===== src/hdl/tacc_pkg.sv =====
// Shared types, constants and wrap helpers for the touch alarm clock controller.
// No dependencies; used by tacc_hit, tacc_core and the top level.
`default_nettype none

package tacc_pkg;

    localparam int unsigned HOUR_W   = 5;
    localparam int unsigned MINUTE_W = 6;
    localparam int unsigned X_W      = 10;
    localparam int unsigned Y_W      = 11;

    localparam logic [MINUTE_W-1:0] HOUR_MAX   = 6'd23;
    localparam logic [MINUTE_W-1:0] MINUTE_MAX = 6'd59;
    localparam logic [MINUTE_W-1:0] SECOND_MAX = 6'd59;

    localparam logic [HOUR_W-1:0]   HOUR_RST       = 5'd12;
    localparam logic [HOUR_W-1:0]   ALARM_HOUR_RST = 5'd6;
    localparam logic [MINUTE_W-1:0] ALARM_MIN_RST  = 6'd30;

    // Button rectangles, all bounds inclusive
    localparam logic [X_W-1:0] HOUR_COL_LO = 10'd80;
    localparam logic [X_W-1:0] HOUR_COL_HI = 10'd140;
    localparam logic [X_W-1:0] MIN_COL_LO  = 10'd510;
    localparam logic [X_W-1:0] MIN_COL_HI  = 10'd570;
    localparam logic [X_W-1:0] TOG_COL_LO  = 10'd210;
    localparam logic [X_W-1:0] TOG_COL_HI  = 10'd510;
    localparam logic [Y_W-1:0] UP_ROW_LO   = 11'd700;
    localparam logic [Y_W-1:0] UP_ROW_HI   = 11'd760;
    localparam logic [Y_W-1:0] DOWN_ROW_LO = 11'd790;
    localparam logic [Y_W-1:0] DOWN_ROW_HI = 11'd850;
    localparam logic [Y_W-1:0] TOG_ROW_LO  = 11'd1030;
    localparam logic [Y_W-1:0] TOG_ROW_HI  = 11'd1130;

    typedef enum logic [2:0] {
        HIT_TICK      = 3'd0,
        HIT_HOUR_UP   = 3'd1,
        HIT_HOUR_DOWN = 3'd2,
        HIT_MIN_UP    = 3'd3,
        HIT_MIN_DOWN  = 3'd4,
        HIT_TOGGLE    = 3'd5,
        HIT_OUTSIDE   = 3'd6
    } t_hit;

    // One request handed to the state update
    typedef struct packed {
        logic go;
        t_hit hit;
    } t_step;

    // Clock and alarm state after one request
    typedef struct packed {
        logic [HOUR_W-1:0]   hours;
        logic [MINUTE_W-1:0] minutes;
        logic [MINUTE_W-1:0] seconds;
        logic [HOUR_W-1:0]   alarm_hours;
        logic [MINUTE_W-1:0] alarm_minutes;
        logic                alarm_enable;
        logic                fire;
    } t_clock;

    function automatic logic [MINUTE_W-1:0] inc_wrap(input logic [MINUTE_W-1:0] v,
                                                     input logic [MINUTE_W-1:0] max);
        return (v >= max) ? '0 : v + 6'd1;
    endfunction

    // Out-of-range values land on max-1, as the counters treat them as the last value
    function automatic logic [MINUTE_W-1:0] dec_wrap(input logic [MINUTE_W-1:0] v,
                                                     input logic [MINUTE_W-1:0] max);
        logic [MINUTE_W-1:0] res;
        if (v > max) begin
            res = max - 6'd1;
        end else if (v == '0) begin
            res = max;
        end else begin
            res = v - 6'd1;
        end
        return res;
    endfunction

endpackage

`default_nettype wire


===== src/hdl/tacc_hit.sv =====
// Touch hit test against the five button rectangles.
// Depends on tacc_pkg for bounds and hit codes.
`default_nettype none

module tacc_hit (
    input  wire logic                      i_cmd,
    input  wire logic [tacc_pkg::X_W-1:0]  i_x,
    input  wire logic [tacc_pkg::Y_W-1:0]  i_y,
    output tacc_pkg::t_hit                 o_hit
);

    logic w_hour_col, w_min_col, w_tog_col;
    logic w_up_row, w_down_row, w_tog_row;

    assign w_hour_col = (i_x >= tacc_pkg::HOUR_COL_LO) && (i_x <= tacc_pkg::HOUR_COL_HI);
    assign w_min_col  = (i_x >= tacc_pkg::MIN_COL_LO)  && (i_x <= tacc_pkg::MIN_COL_HI);
    assign w_tog_col  = (i_x >= tacc_pkg::TOG_COL_LO)  && (i_x <= tacc_pkg::TOG_COL_HI);
    assign w_up_row   = (i_y >= tacc_pkg::UP_ROW_LO)   && (i_y <= tacc_pkg::UP_ROW_HI);
    assign w_down_row = (i_y >= tacc_pkg::DOWN_ROW_LO) && (i_y <= tacc_pkg::DOWN_ROW_HI);
    assign w_tog_row  = (i_y >= tacc_pkg::TOG_ROW_LO)  && (i_y <= tacc_pkg::TOG_ROW_HI);

    // First rectangle that contains the point wins
    always_comb begin
        priority if (!i_cmd) begin
            o_hit = tacc_pkg::HIT_TICK;
        end else if (w_hour_col && w_up_row) begin
            o_hit = tacc_pkg::HIT_HOUR_UP;
        end else if (w_hour_col && w_down_row) begin
            o_hit = tacc_pkg::HIT_HOUR_DOWN;
        end else if (w_min_col && w_up_row) begin
            o_hit = tacc_pkg::HIT_MIN_UP;
        end else if (w_min_col && w_down_row) begin
            o_hit = tacc_pkg::HIT_MIN_DOWN;
        end else if (w_tog_col && w_tog_row) begin
            o_hit = tacc_pkg::HIT_TOGGLE;
        end else begin
            o_hit = tacc_pkg::HIT_OUTSIDE;
        end
    end

endmodule

`default_nettype wire


===== src/hdl/tacc_core.sv =====
// Time-of-day and alarm state registers with their combinational next-state update.
// Depends on tacc_pkg for types, limits and wrap helpers.
`default_nettype none

module tacc_core (
    input  wire logic             i_clk,
    input  wire logic             i_rst_n,
    input  wire tacc_pkg::t_step  i_step,
    output tacc_pkg::t_clock      o_next
);

    tacc_pkg::t_clock r_st;
    tacc_pkg::t_clock n_st;
    logic [tacc_pkg::MINUTE_W-1:0] w_hour6;

    assign w_hour6 = {1'b0, r_st.hours};

    always_comb begin
        n_st      = r_st;
        n_st.fire = 1'b0;
        unique case (i_step.hit)
            tacc_pkg::HIT_TICK: begin
                if (r_st.seconds >= tacc_pkg::SECOND_MAX) begin
                    n_st.seconds = '0;
                    if (r_st.minutes >= tacc_pkg::MINUTE_MAX) begin
                        n_st.minutes = '0;
                        n_st.hours   = tacc_pkg::HOUR_W'(
                            tacc_pkg::inc_wrap(w_hour6, tacc_pkg::HOUR_MAX));
                    end else begin
                        n_st.minutes = r_st.minutes + 6'd1;
                    end
                    n_st.fire = r_st.alarm_enable && (n_st.hours == r_st.alarm_hours)
                                && (n_st.minutes == r_st.alarm_minutes);
                end else begin
                    n_st.seconds = r_st.seconds + 6'd1;
                end
            end
            tacc_pkg::HIT_HOUR_UP: begin
                n_st.alarm_hours = tacc_pkg::HOUR_W'(tacc_pkg::inc_wrap(
                    {1'b0, r_st.alarm_hours}, tacc_pkg::HOUR_MAX));
            end
            tacc_pkg::HIT_HOUR_DOWN: begin
                n_st.alarm_hours = tacc_pkg::HOUR_W'(tacc_pkg::dec_wrap(
                    {1'b0, r_st.alarm_hours}, tacc_pkg::HOUR_MAX));
            end
            tacc_pkg::HIT_MIN_UP: begin
                n_st.alarm_minutes = tacc_pkg::inc_wrap(r_st.alarm_minutes,
                                                        tacc_pkg::MINUTE_MAX);
            end
            tacc_pkg::HIT_MIN_DOWN: begin
                n_st.alarm_minutes = tacc_pkg::dec_wrap(r_st.alarm_minutes,
                                                        tacc_pkg::MINUTE_MAX);
            end
            tacc_pkg::HIT_TOGGLE: begin
                n_st.alarm_enable = ~r_st.alarm_enable;
            end
            default: begin
                // outside: state holds
            end
        endcase
    end

    always_ff @(posedge i_clk) begin
        if (!i_rst_n) begin
            r_st.hours         <= tacc_pkg::HOUR_RST;
            r_st.minutes       <= '0;
            r_st.seconds       <= '0;
            r_st.alarm_hours   <= tacc_pkg::ALARM_HOUR_RST;
            r_st.alarm_minutes <= tacc_pkg::ALARM_MIN_RST;
            r_st.alarm_enable  <= 1'b0;
            r_st.fire          <= 1'b0;
        end else if (i_step.go) begin
            r_st <= n_st;
        end
    end

    assign o_next = n_st;

endmodule

`default_nettype wire


===== src/hdl/touch_alarm_clock_controller_unit.sv =====
// Top level of the touch alarm clock controller: input register, hit test,
// state update and result register. Depends on tacc_pkg, tacc_hit, tacc_core.
//
//   channel | valid       | stall       | payload
//   --------+-------------+-------------+--------------------------------------------
//   in      | i_in_valid  | o_in_stall  | i_cmd, i_touch_x, i_touch_y
//   out     | o_out_valid | i_out_stall | o_hour_now .. o_alarm_fire, o_button_hit
//
// One request per cycle sustained while the output is not stalled; a request passes
// the input register, then the hit test and state update land in the result register together.
// The state registers advance on the same edge that loads the result, so the
// next request already sees the updated clock and alarm.
// Synchronous active-low reset: time 12:00:00, alarm 06:30 disabled, both stages empty.
// A stall on the output holds a valid result and the input register; the input
// stalls only when its register is full and cannot move on.
`default_nettype none

module touch_alarm_clock_controller_unit (
    input  wire logic                          i_clk,
    input  wire logic                          i_rst_n,
    input  wire logic                          i_in_valid,
    output logic                               o_in_stall,
    input  wire logic                          i_cmd,
    input  wire logic [tacc_pkg::X_W-1:0]      i_touch_x,
    input  wire logic [tacc_pkg::Y_W-1:0]      i_touch_y,
    output logic                               o_out_valid,
    input  wire logic                          i_out_stall,
    output logic [tacc_pkg::HOUR_W-1:0]        o_hour_now,
    output logic [tacc_pkg::MINUTE_W-1:0]      o_minute_now,
    output logic [tacc_pkg::MINUTE_W-1:0]      o_second_now,
    output logic [tacc_pkg::HOUR_W-1:0]        o_alarm_hour_out,
    output logic [tacc_pkg::MINUTE_W-1:0]      o_alarm_minute_out,
    output logic                               o_alarm_on,
    output logic                               o_alarm_fire,
    output logic [2:0]                         o_button_hit
);

    // Input register
    logic                     r_s1_valid;
    logic                     r_s1_cmd;
    logic [tacc_pkg::X_W-1:0] r_s1_x;
    logic [tacc_pkg::Y_W-1:0] r_s1_y;

    // Result register
    logic             r_out_valid;
    tacc_pkg::t_clock r_out;
    tacc_pkg::t_hit   r_out_hit;

    logic             w_out_ready;
    tacc_pkg::t_hit   w_hit;
    tacc_pkg::t_step  w_step;
    tacc_pkg::t_clock n_clock;

    // Result register can load when empty or being drained this cycle
    assign w_out_ready = !r_out_valid || !i_out_stall;
    assign o_in_stall  = r_s1_valid && !w_out_ready;

    always_ff @(posedge i_clk) begin
        if (!i_rst_n) begin
            r_s1_valid <= 1'b0;
        end else if (!o_in_stall) begin
            r_s1_valid <= i_in_valid;
        end
    end

    // Capture the payload only when a request is taken
    always_ff @(posedge i_clk) begin
        if (i_in_valid && !o_in_stall) begin
            r_s1_cmd <= i_cmd;
            r_s1_x   <= i_touch_x;
            r_s1_y   <= i_touch_y;
        end
    end

    tacc_hit u_hit (
        .i_cmd (r_s1_cmd),
        .i_x   (r_s1_x),
        .i_y   (r_s1_y),
        .o_hit (w_hit)
    );

    assign w_step.go  = r_s1_valid && w_out_ready;
    assign w_step.hit = w_hit;

    tacc_core u_core (
        .i_clk   (i_clk),
        .i_rst_n (i_rst_n),
        .i_step  (w_step),
        .o_next  (n_clock)
    );

    always_ff @(posedge i_clk) begin
        if (!i_rst_n) begin
            r_out_valid <= 1'b0;
        end else if (w_out_ready) begin
            r_out_valid <= r_s1_valid;
        end
    end

    // Load the result alongside the state update
    always_ff @(posedge i_clk) begin
        if (w_step.go) begin
            r_out     <= n_clock;
            r_out_hit <= w_hit;
        end
    end

    assign o_out_valid        = r_out_valid;
    assign o_hour_now         = r_out.hours;
    assign o_minute_now       = r_out.minutes;
    assign o_second_now       = r_out.seconds;
    assign o_alarm_hour_out   = r_out.alarm_hours;
    assign o_alarm_minute_out = r_out.alarm_minutes;
    assign o_alarm_on         = r_out.alarm_enable;
    assign o_alarm_fire       = r_out.fire;
    assign o_button_hit       = r_out_hit;

`ifndef SYNTHESIS
    // A fire comes only from a tick that wrapped the seconds
    a_fire_on_wrap: assert property (@(posedge i_clk) disable iff (!i_rst_n)
        (o_out_valid && o_alarm_fire) |->
            (o_button_hit == tacc_pkg::HIT_TICK && o_second_now == '0))
        else $error("alarm fired outside a minute boundary");

    // A fire means the enabled alarm matches the reported time
    a_fire_match: assert property (@(posedge i_clk) disable iff (!i_rst_n)
        (o_out_valid && o_alarm_fire) |->
            (o_alarm_on && o_hour_now == o_alarm_hour_out
             && o_minute_now == o_alarm_minute_out))
        else $error("alarm fired without a matching enabled alarm");

    // Reported values stay in range
    a_range: assert property (@(posedge i_clk) disable iff (!i_rst_n)
        o_out_valid |-> (o_hour_now <= 5'd23 && o_minute_now <= 6'd59
                         && o_second_now <= 6'd59 && o_alarm_hour_out <= 5'd23
                         && o_alarm_minute_out <= 6'd59))
        else $error("clock or alarm value out of range");

    // The input stalls only while both stages are full and the output is stalled
    a_stall_cause: assert property (@(posedge i_clk) disable iff (!i_rst_n)
        o_in_stall |-> (r_s1_valid && r_out_valid && i_out_stall))
        else $error("input stalled without backpressure");
`endif

endmodule

`default_nettype wire

===== config.mk =====
export PLATFORM = sky130hd
export DESIGN_NAME = touch_alarm_clock_controller_unit
export DESIGN_NICKNAME = d
export VERILOG_FILES = /design/src/hdl/tacc_pkg.sv /design/src/hdl/tacc_hit.sv /design/src/hdl/tacc_core.sv /design/src/hdl/touch_alarm_clock_controller_unit.sv
export SDC_FILE = /design/constraint.sdc
export NUM_CORES = 1
export LEC_CHECK = 0
export BUFFER_PORTS_ARGS = -buffer_cell sky130_fd_sc_hd__buf_4
export CAP_MARGIN = 10
export CORE_MARGIN = 2
export CORE_UTILIZATION = 58
export CTS_BUF_LIST = sky130_fd_sc_hd__clkbuf_4 sky130_fd_sc_hd__clkbuf_8 sky130_fd_sc_hd__clkbuf_16
export DETAILED_ROUTE_END_ITERATION = 12
export GPL_TIMING_DRIVEN = 0
export HOLD_SLACK_MARGIN = 0.15
export PLACE_DENSITY = 0.79
export RECOVER_POWER = 25
export SLEW_MARGIN = 25
export SYNTH_ARGS = -nofsm -noshare
export SYNTH_HDL_FRONTEND = slang
export SYNTH_HIERARCHICAL = 1
export SYNTH_SLANG_ARGS = --single-unit

===== constraint.sdc =====
create_clock -name i_clk -period 6.12 [get_ports i_clk]
set_input_delay 0.306 -clock i_clk [delete_from_list [all_inputs] [get_ports i_clk]]
set_output_delay 0.306 -clock i_clk [all_outputs]
set_load 0.01 [all_outputs]

==> qor.tcl, run 1 <==
set qor(run_status) {finished, final reports clean}
set qor(synth_fa_ha_area_share_pct) 2.05
set qor(post-route-min-period_ps) 3330
set qor(crit-reg2reg-capture) {u_core/r_st[27]}
set qor(hold_depth) 2
set qor(synth.mux.area_fraction_pct) 0.846
set qor(clock.fmax_mhz) 300
set qor(worst_slew_slack_as_a_fraction_of_its_limit_pct) 52.2
set qor(slowest_stage_cell_crit_path) {nor3_2}
set qor(async_flop_share_pct) 0
set qor(p_leak_uw) 0.00219
set qor(route.detailed.vias_per_inst) 6.33
set qor(synth_compound_area_share_pct) 23.2
set qor(fin_tns_setup_ps) 0
set qor(dp_worst_setup_slack_ps) 3040
set qor(antenna_violating_nets_post_route) 0
set qor(synth_xor_xnor_area_share_pct) 2.33
set qor(yosysUniqueCellTypes) 81
set qor(start_util_pct) 59.7
set qor(cp-end-kind) {flop}
set qor(ir_worst_vdd_uv) 126
set qor(num-nets-final) 623
set qor(first_pass_grt_wire_length_mm) 20.2
set qor(area_growth_pct) 19.9
set qor(timing.critical_path.from_type) {flop}
set qor(postLayoutSetupSlackWorst_ps) 2790
set qor(detail_route.drc_violations) 0
set qor(worst_hold_path_class) {in2reg}
set qor(largest_net_degree_at_the_start_of_global_routing) 24
set qor(power-per-cell-area_mw_per_mm2) 208
set qor(route.detailed.wl_per_inst_um) 18.5
set qor(placementRows) 33
set qor(grt_setup_unrepaired) {no}
set qor(number_of_cells_on_the_worst_reg_to_reg_path) 11
set qor(min_delay_worst_endpoint) {r_s1_valid}
set qor(htree_levels) 3
set qor(dr.first_iter.drc_count) 282
set qor(grt_antenna_before_repair) 0
set qor(slowest_delay_ps) 460
set qor(critical_path.max_fanout) 7
set qor(number_of_synthesized_register_bits) 86
set qor(final_min_period_over_clock_period_pct) 54.4
set qor(coreArea_mm2) 0.00818
set qor(slew_at_the_pin_closest_to_its_max_slew_limit_ps) 718
set qor(firstDrtPassIters) 5
set qor(simple_gate_share_of_the_synthesized_area_pct) 20.2
set qor(crit_path_cell_trace) {a211oi_1, o21bai_1, a21boi_0, a32oi_1, and3_1, or3_1, buf_6, nor3_2, nand2_2, o21ai_1, o211ai_1}
set qor(max_cap_viol_count) 0
set qor(syn-cell-area_mm2) 0.00488
set qor(setup.reg_to_reg.worst_slack_ps) 2790
set qor(fillerInstances) 632
set qor(post_cts_resized) 0
set qor(synth_edf_count) 55
set qor(synthesis.nets) 528
set qor(post_synth_inst_count) 494
set qor(setup_viol) 0
set qor(clkSlewWorstSetupHoldPaths_ps) 90
set qor(timing.critical_path.buf_inv) 1
set qor(clock-sinks) 86
set qor(tritoncts.num_buffers) 9
set qor(cts-root-buf) {clkbuf_8}
set qor(largest_family_of_logic_cells_by_synthesized_area) {compound AO/OA/AOI/OAI gates}
set qor(worst-endpoint-arrival_ps) 3520
set qor(setup.worst_path.class) {reg2reg}
set qor(floorplan.die_area_mm2) 0.00917
set qor(grt_overflow_total) 0
set qor(maximum_clock_path_buffer_count) 2
set qor(clock_insertion_delay_worst_skew_ps) 360
set qor(gp_routability_congestion) 0.924
set qor(timing_max_transition_violations_final) 0
set qor(route.vias.total) 4426
set qor(final_layout_size_suffix_gt1_share_pct) 18.2
set qor(syn_avg_cell_area_um2) 9.88
set qor(drt-total-wl_mm) 12.9
set qor(timing.clock.skew_ps) 14.8
set qor(synth_sequential_area_ratio_pct) 46.5
set qor(num_antenna_cells) 0
set qor(timing.final.hold_violations) 0
set qor(grt_use_total_pct) 29.0
set qor(holdCritStartpoint) {i_in_valid}
set qor(place.detailed.hpwl_mm) 8.88
set qor(crit-reg2reg-launch) {r_s1_y[1]}
set qor(worstPathRequired_ps) 6310
set qor(tritoncts) {done}
set qor(timing.critical_path.max_delay_family) {simple AND/OR/NAND/NOR gates}
set qor(yosysWarnings) 6
set qor(hold_buffers) 22
set qor(dominantRegCellSynth) {edfxtp_1}
set qor(die_y_um) 95.7
set qor(number_of_global_route_vias_before_repair) 4079
set qor(port_buffers) 60
set qor(io_pins) 61
set qor(die_width_um) 95.7
set qor(cts_setup_buffers) 0
==> per-layer routing <==
layer	up-vias	share of wire [%]	wire length (um)	track usage, %
li1	2062	-	-	-
met1	2140	41	5330	35.8
met2	188	50	6400	50.1
met3	36	6.2	798	4.62
met4	0	2.9	380	12.6
met5	-	0	0	0
==> power breakdown <==
group | internal, uW | total [uW] | switching (uW)
clock network | 190 | 399 | 209
registers | 645 | 663 | 17.9
logic | 66.1 | 153 | 86.9
==> layout by cell type, fill, tap and decap left out, types with 6 or more instances in the layout <==
master,synthesis,layout
buf_4,5,23
dlygate4sd3_1,0,22
edfxtp_1,55,55
or2_2,6,6
xor2_1,6,6
ha_1,8,8
o21ai_0,37,37
nand2b_1,8,8
dfxtp_1,31,31
and3_1,6,7
clkbuf_4,0,22
o211ai_1,11,11
nand3_1,20,20
nor3_1,13,13
clkbuf_8,0,9
clkbuf_1,16,36
a21oi_1,36,36
a31oi_1,7,7
inv_1,16,16
xnor2_1,7,7
nand2_1,43,43
buf_2,9,9
nor2_1,24,24
==> Yosys cell counts, types with 6 or more instances <==
master | number | area (um2)
a21oi_1 | 36 | 180
a31oi_1 | 7 | 43.8
and3_1 | 6 | 37.5
buf_2 | 9 | 45.0
clkbuf_1 | 16 | 60.1
dfxtp_1 | 31 | 621
edfxtp_1 | 55 | 1650
ha_1 | 8 | 100
inv_1 | 16 | 60.1
nand2_1 | 43 | 161
nand2b_1 | 8 | 50.1
nand3_1 | 20 | 100
nor2_1 | 24 | 90.1
nor3_1 | 13 | 65.1
o211ai_1 | 11 | 82.6
o21ai_0 | 37 | 185
or2_2 | 6 | 37.5
xnor2_1 | 7 | 61.3
xor2_1 | 6 | 52.6
==> sequential cells by signal, indices dropped and copies added, names as in the netlist, 3 cells and up <==
register	count
u_core/r_st	29
r_s1_y	11
r_s1_x	10
o_alarm_minute_out	6
o_minute_now	6
o_second_now	6
o_alarm_hour_out	5
o_hour_now	5
o_button_hit	3
==> stage by stage <==
step / total power, uW / hold WS (ps) / cells / utilization [%] / area [um2]
after CTS: 1220 / 157 / 699 / 72.6 / 5930
after floorplan: 759 / 405 / 494 / - / 4880
after detailed placement: 819 / 486 / 661 / 67.5 / 5520
after global routing: 1260 / 152 / 699 / 71.6 / 5850
final: 1220 / 166 / 699 / 71.6 / 5850
after global placement: 811 / 485 / 659 / 66.8 / 5460
==> cell families after synthesis <==
| kind of cell | Yosys count |
|---|---|
| and+or+nand+nor | 174 |
| AOI/OAI and AO/OA | 160 |
| DFF | 86 |
| buffers and inverters | 49 |
| xor gates and xnor gates | 13 |
| adders and majority gates | 8 |
| muxes | 4 |
==> worst max-delay path by stage <==
stage / from / slack, ps / to / cells past startpoint
after floorplan: r_s1_valid / 1860 / u_core/r_st[21] / 4
final: r_s1_y[1] / 2790 / u_core/r_st[27] / 11
after global routing: r_s1_y[1] / 2560 / u_core/r_st[27] / 11
after detailed placement: r_s1_x[7] / 3040 / u_core/r_st[27] / 11
after CTS: r_s1_y[2] / 3010 / u_core/r_st[27] / 11
after global placement: i_out_stall / -150 / u_core/r_st[21] / 5
==> cell type report <==
type                    count  area, um2  share of cell area [%]
multi-input cells         359       2380                    40.7
flip-flops and latches     86       2270                    38.8
repair buffers             84        634                    10.8
plain buffers              33        176                    3.01
well taps                 105        131                    2.25
clock buffers               9        124                    2.12
clock inverters             7       71.3                    1.22
inverters                  16       60.1                    1.03
Note: power is estimated with default switching activity, not from simulation.
==> run 2: changes to the inputs <==
- clock period: 6.12 -> 3.5 ns (I/O delays scaled with it)
==> run 2 against run 1 <==
Sequential power rose by 75%. Highest routed layer unchanged. Register-to-register slack worse by 2500 ps. Combinational power is 75% higher. Worst setup slack lost 2500 ps. Non-clock buffer count rose by 4. Largest cell class unchanged. Critical endpoint is now u_core/r_st[11]. Routed wire length grew 0.11%. Critical path type unchanged. Worst hold slack improved by 120 ps. Cell area rose by 0.79%. Die area did not move.
==> qor.tcl, run 2 (synthesized netlist as in run 1, its figures left out) <==
set qor(dr_wl_met2_mm) 6.33 ;# -1.0%
set qor(hold_depth) 2 ;# unchanged
set qor(post-route-min-period_ps) 3220 ;# -108 ps
set qor(timing.critical_path.max_delay_family) {simple AND/OR/NAND/NOR gates}
set qor(worst_hold_path_class) {in2reg}
set qor(postLayoutCellArea_mm2) 0.00590 ;# +0.79%
set qor(clkSlewWorstSetupHoldPaths_ps) 100 ;# about the same
set qor(setup_viol) 0 ;# unchanged
set qor(coreArea_mm2) 0.00818 ;# unchanged
set qor(layout.cells.most_common_list) {edfxtp_1 (55), nand2_1 (43), clkbuf_1 (39)}
set qor(detail_route.drc_violations) 0 ;# unchanged
set qor(die_width_um) 95.7 ;# unchanged
set qor(first_pass_grt_wire_length_mm) 20.1 ;# -0.68%
set qor(tritoncts) {done}
set qor(slew_at_the_pin_closest_to_its_max_slew_limit_ps) 694 ;# -23.4 ps
set qor(antenna_violating_nets_post_route) 0 ;# unchanged
set qor(detailed_place.area_mm2) 0.00552 ;# unchanged
set qor(power-per-cell-area_mw_per_mm2) 367 ;# +77%
set qor(cts_setup_buffers) 0 ;# unchanged
set qor(route.detailed.vias_per_inst) 6.29 ;# -0.73%
set qor(ir_worst_vdd_uv) 231 ;# +84%
set qor(met1Wirelength_mm) 5.36 ;# +0.64%
set qor(place.detailed.hpwl_mm) 8.76 ;# -1.3%
set qor(run_status) {finished, final reports clean}
set qor(timing.clock.skew_ps) 13.2 ;# -1.56 ps
set qor(routed.top_layer) {met4}
set qor(route.vias.total) 4419 ;# -0.16%
set qor(fillerInstances) 613 ;# -3.0%
set qor(setup.reg_to_reg.worst_slack_ps) 280 ;# -2510 ps
set qor(cp-end-kind) {flop}
set qor(number_of_cells_on_the_worst_reg_to_reg_path) 9 ;# -2
set qor(grt_antenna_before_repair) 0 ;# unchanged
set qor(postLayoutSetupSlackWorst_ps) 280 ;# -2510 ps
set qor(place_inst) 661 ;# unchanged
set qor(maximum_clock_path_buffer_count) 2 ;# unchanged
set qor(number_of_global_route_vias_before_repair) 4129 ;# +1.2%
set qor(firstDrtPassIters) 5 ;# unchanged
set qor(crit-reg2reg-launch) {r_s1_y[10]}
set qor(min_delay_worst_endpoint) {o_second_now[3]}
set qor(die_y_um) 95.7 ;# unchanged
set qor(cts-root-buf) {clkbuf_8}
set qor(num-nets-final) 627 ;# +0.64%
set qor(final_layout_size_suffix_gt1_share_pct) 18.1 ;# -0.12 points
set qor(floorplan.die_area_mm2) 0.00917 ;# unchanged
set qor(gp_routability_congestion) 0.925 ;# about the same
set qor(fin_util_pct) 72.1 ;# +0.57 points
set qor(slowest_delay_ps) 580 ;# +120 ps
set qor(htree_levels) 3 ;# unchanged
set qor(setup.worst_path.class) {reg2reg}
set qor(fin_worst_hold_slack_ps) 282 ;# +115 ps
set qor(drt-total-wl_mm) 12.9 ;# +0.11%
set qor(worst_slew_slack_as_a_fraction_of_its_limit_pct) 53.7 ;# +1.6 points
set qor(layout.area.seq_mm2) 0.00227 ;# unchanged
set qor(route.met3.wl_um) 827 ;# +3.6%
set qor(grt_use_total_pct) 28.7 ;# -0.31 points
set qor(largest_register_ff_count) 29 ;# unchanged
set qor(p_leak_uw) 0.00220 ;# +0.75%
set qor(final_min_period_over_clock_period_pct) 92.0 ;# +38 points
set qor(worstPathRequired_ps) 3750 ;# -2560 ps
set qor(area_growth_pct) 20.8
set qor(placementRows) 33 ;# unchanged
set qor(grt_setup_unrepaired) {no}
set qor(num_antenna_cells) 0 ;# unchanged
set qor(crit_path_cell_trace) {or4bb_1, a21oi_2, o21ai_1, a21boi_1, buf_4, or3b_2, nor2_2, a32oi_1, o31ai_1}
set qor(route.detailed.wl_per_inst_um) 18.4 ;# -0.46%
set qor(max_cap_viol_count) 0 ;# unchanged
set qor(timing.final.hold_violations) 0 ;# unchanged
set qor(critical_path_depth_in_cells) 9 ;# -2
set qor(critical_path.max_fanout) 10 ;# +3
set qor(regMostFlops) {u_core/r_st}
set qor(tritoncts.num_buffers) 9 ;# unchanged
set qor(holdCritStartpoint) {i_out_stall}
set qor(slowest_stage_cell_crit_path) {or4bb_1}
set qor(worst-endpoint-arrival_ps) 3480 ;# -40 ps
set qor(timing.critical_path.from_type) {flop}
set qor(reg.largest.list) {u_core/r_st: 29 flops, r_s1_y: 11 flops, r_s1_x: 10 flops}
set qor(crit-reg2reg-capture) {u_core/r_st[11]}
set qor(dp_worst_setup_slack_ps) 459 ;# -2580 ps
set qor(clock.fmax_mhz) 311 ;# +3.4%
set qor(io_pins) 61 ;# unchanged
set qor(timing_max_transition_violations_final) 0 ;# unchanged
set qor(start_util_pct) 59.7 ;# unchanged
set qor(stdcell_count) 703 ;# +0.57%
set qor(timing.critical_path.buf_inv) 1 ;# unchanged
set qor(clock-sinks) 86 ;# unchanged
set qor(clock_insertion_delay_worst_skew_ps) 360 ;# about the same
set qor(largest_net_degree_at_the_start_of_global_routing) 24 ;# unchanged
set qor(multi_input_area_mm2) 0.00239 ;# +0.21%
set qor(port_buffers) 60 ;# unchanged
set qor(dr.first_iter.drc_count) 314 ;# +11%
set qor(final_common_cell) {edfxtp_1}
set qor(grt_overflow_total) 0 ;# unchanged
## run 2: worst max-delay path by stage
stage / from / end / slack, ps
after floorplan: r_s1_valid / u_core/r_st[21] / 330
after global placement: r_s1_valid / u_core/r_st[21] / -970
after detailed placement: r_s1_x[7] / u_core/r_st[27] / 460
after CTS: r_s1_x[7] / u_core/r_st[27] / 440
after global routing: r_s1_x[2] / u_core/r_st[11] / 100
final: r_s1_y[10] / u_core/r_st[11] / 280
## run 2: area by class of cell
class                           instances  area share [%]
Multi-Input combinational cell        359            40.5
Inverter                               16            1.02
Tap cell                              105            2.23
Sequential cell                        86            38.5
Timing Repair Buffer                   88            11.2
Clock inverter                          4           0.933
Clock buffer                           12            2.59
Buffer                                 33            2.99
## run 2: routing by layer
metal / up-vias / global-route usage, %
met5: - / 0
met4: 0 / 13.9
met3: 37 / 5.64
met2: 211 / 49.7
met1: 2099 / 33.9
li1: 2072 / -
## run 2: where the power goes
part	leakage, uW	total (uW)	internal, uW	switching [uW]
combinational	0.00134	267	118	150
clock	0.000104	735	370	365
sequential	0.000763	1160	1130	31.9
## run 2: worst register-to-register path: stages (launching register included)
cell and delay (ps):
edfxtp_1 420, or4bb_1 580, a21oi_2 210, o21ai_1 100, a21boi_1 370, buf_4 260
or3b_2 550, nor2_2 180, a32oi_1 110, o31ai_1 340
## run 2: per-stage QoR
| step | total power (uW) | TNS [ps] |
|---|---|---|
| after global routing | 2240 | 0 |
| after global placement | 1420 | -16270 |
| after floorplan | 1330 | 0 |
| final | 2160 | 0 |
| after CTS | 2170 | 0 |
| after detailed placement | 1430 | 0 |
## run 2: timing repair
item                                   4_1_cts  5_1_grt
gates resized for setup                      0        0
endpoints found under the hold margin       24        0
setup endpoints to repair                    0        0
hold buffers                                26        0
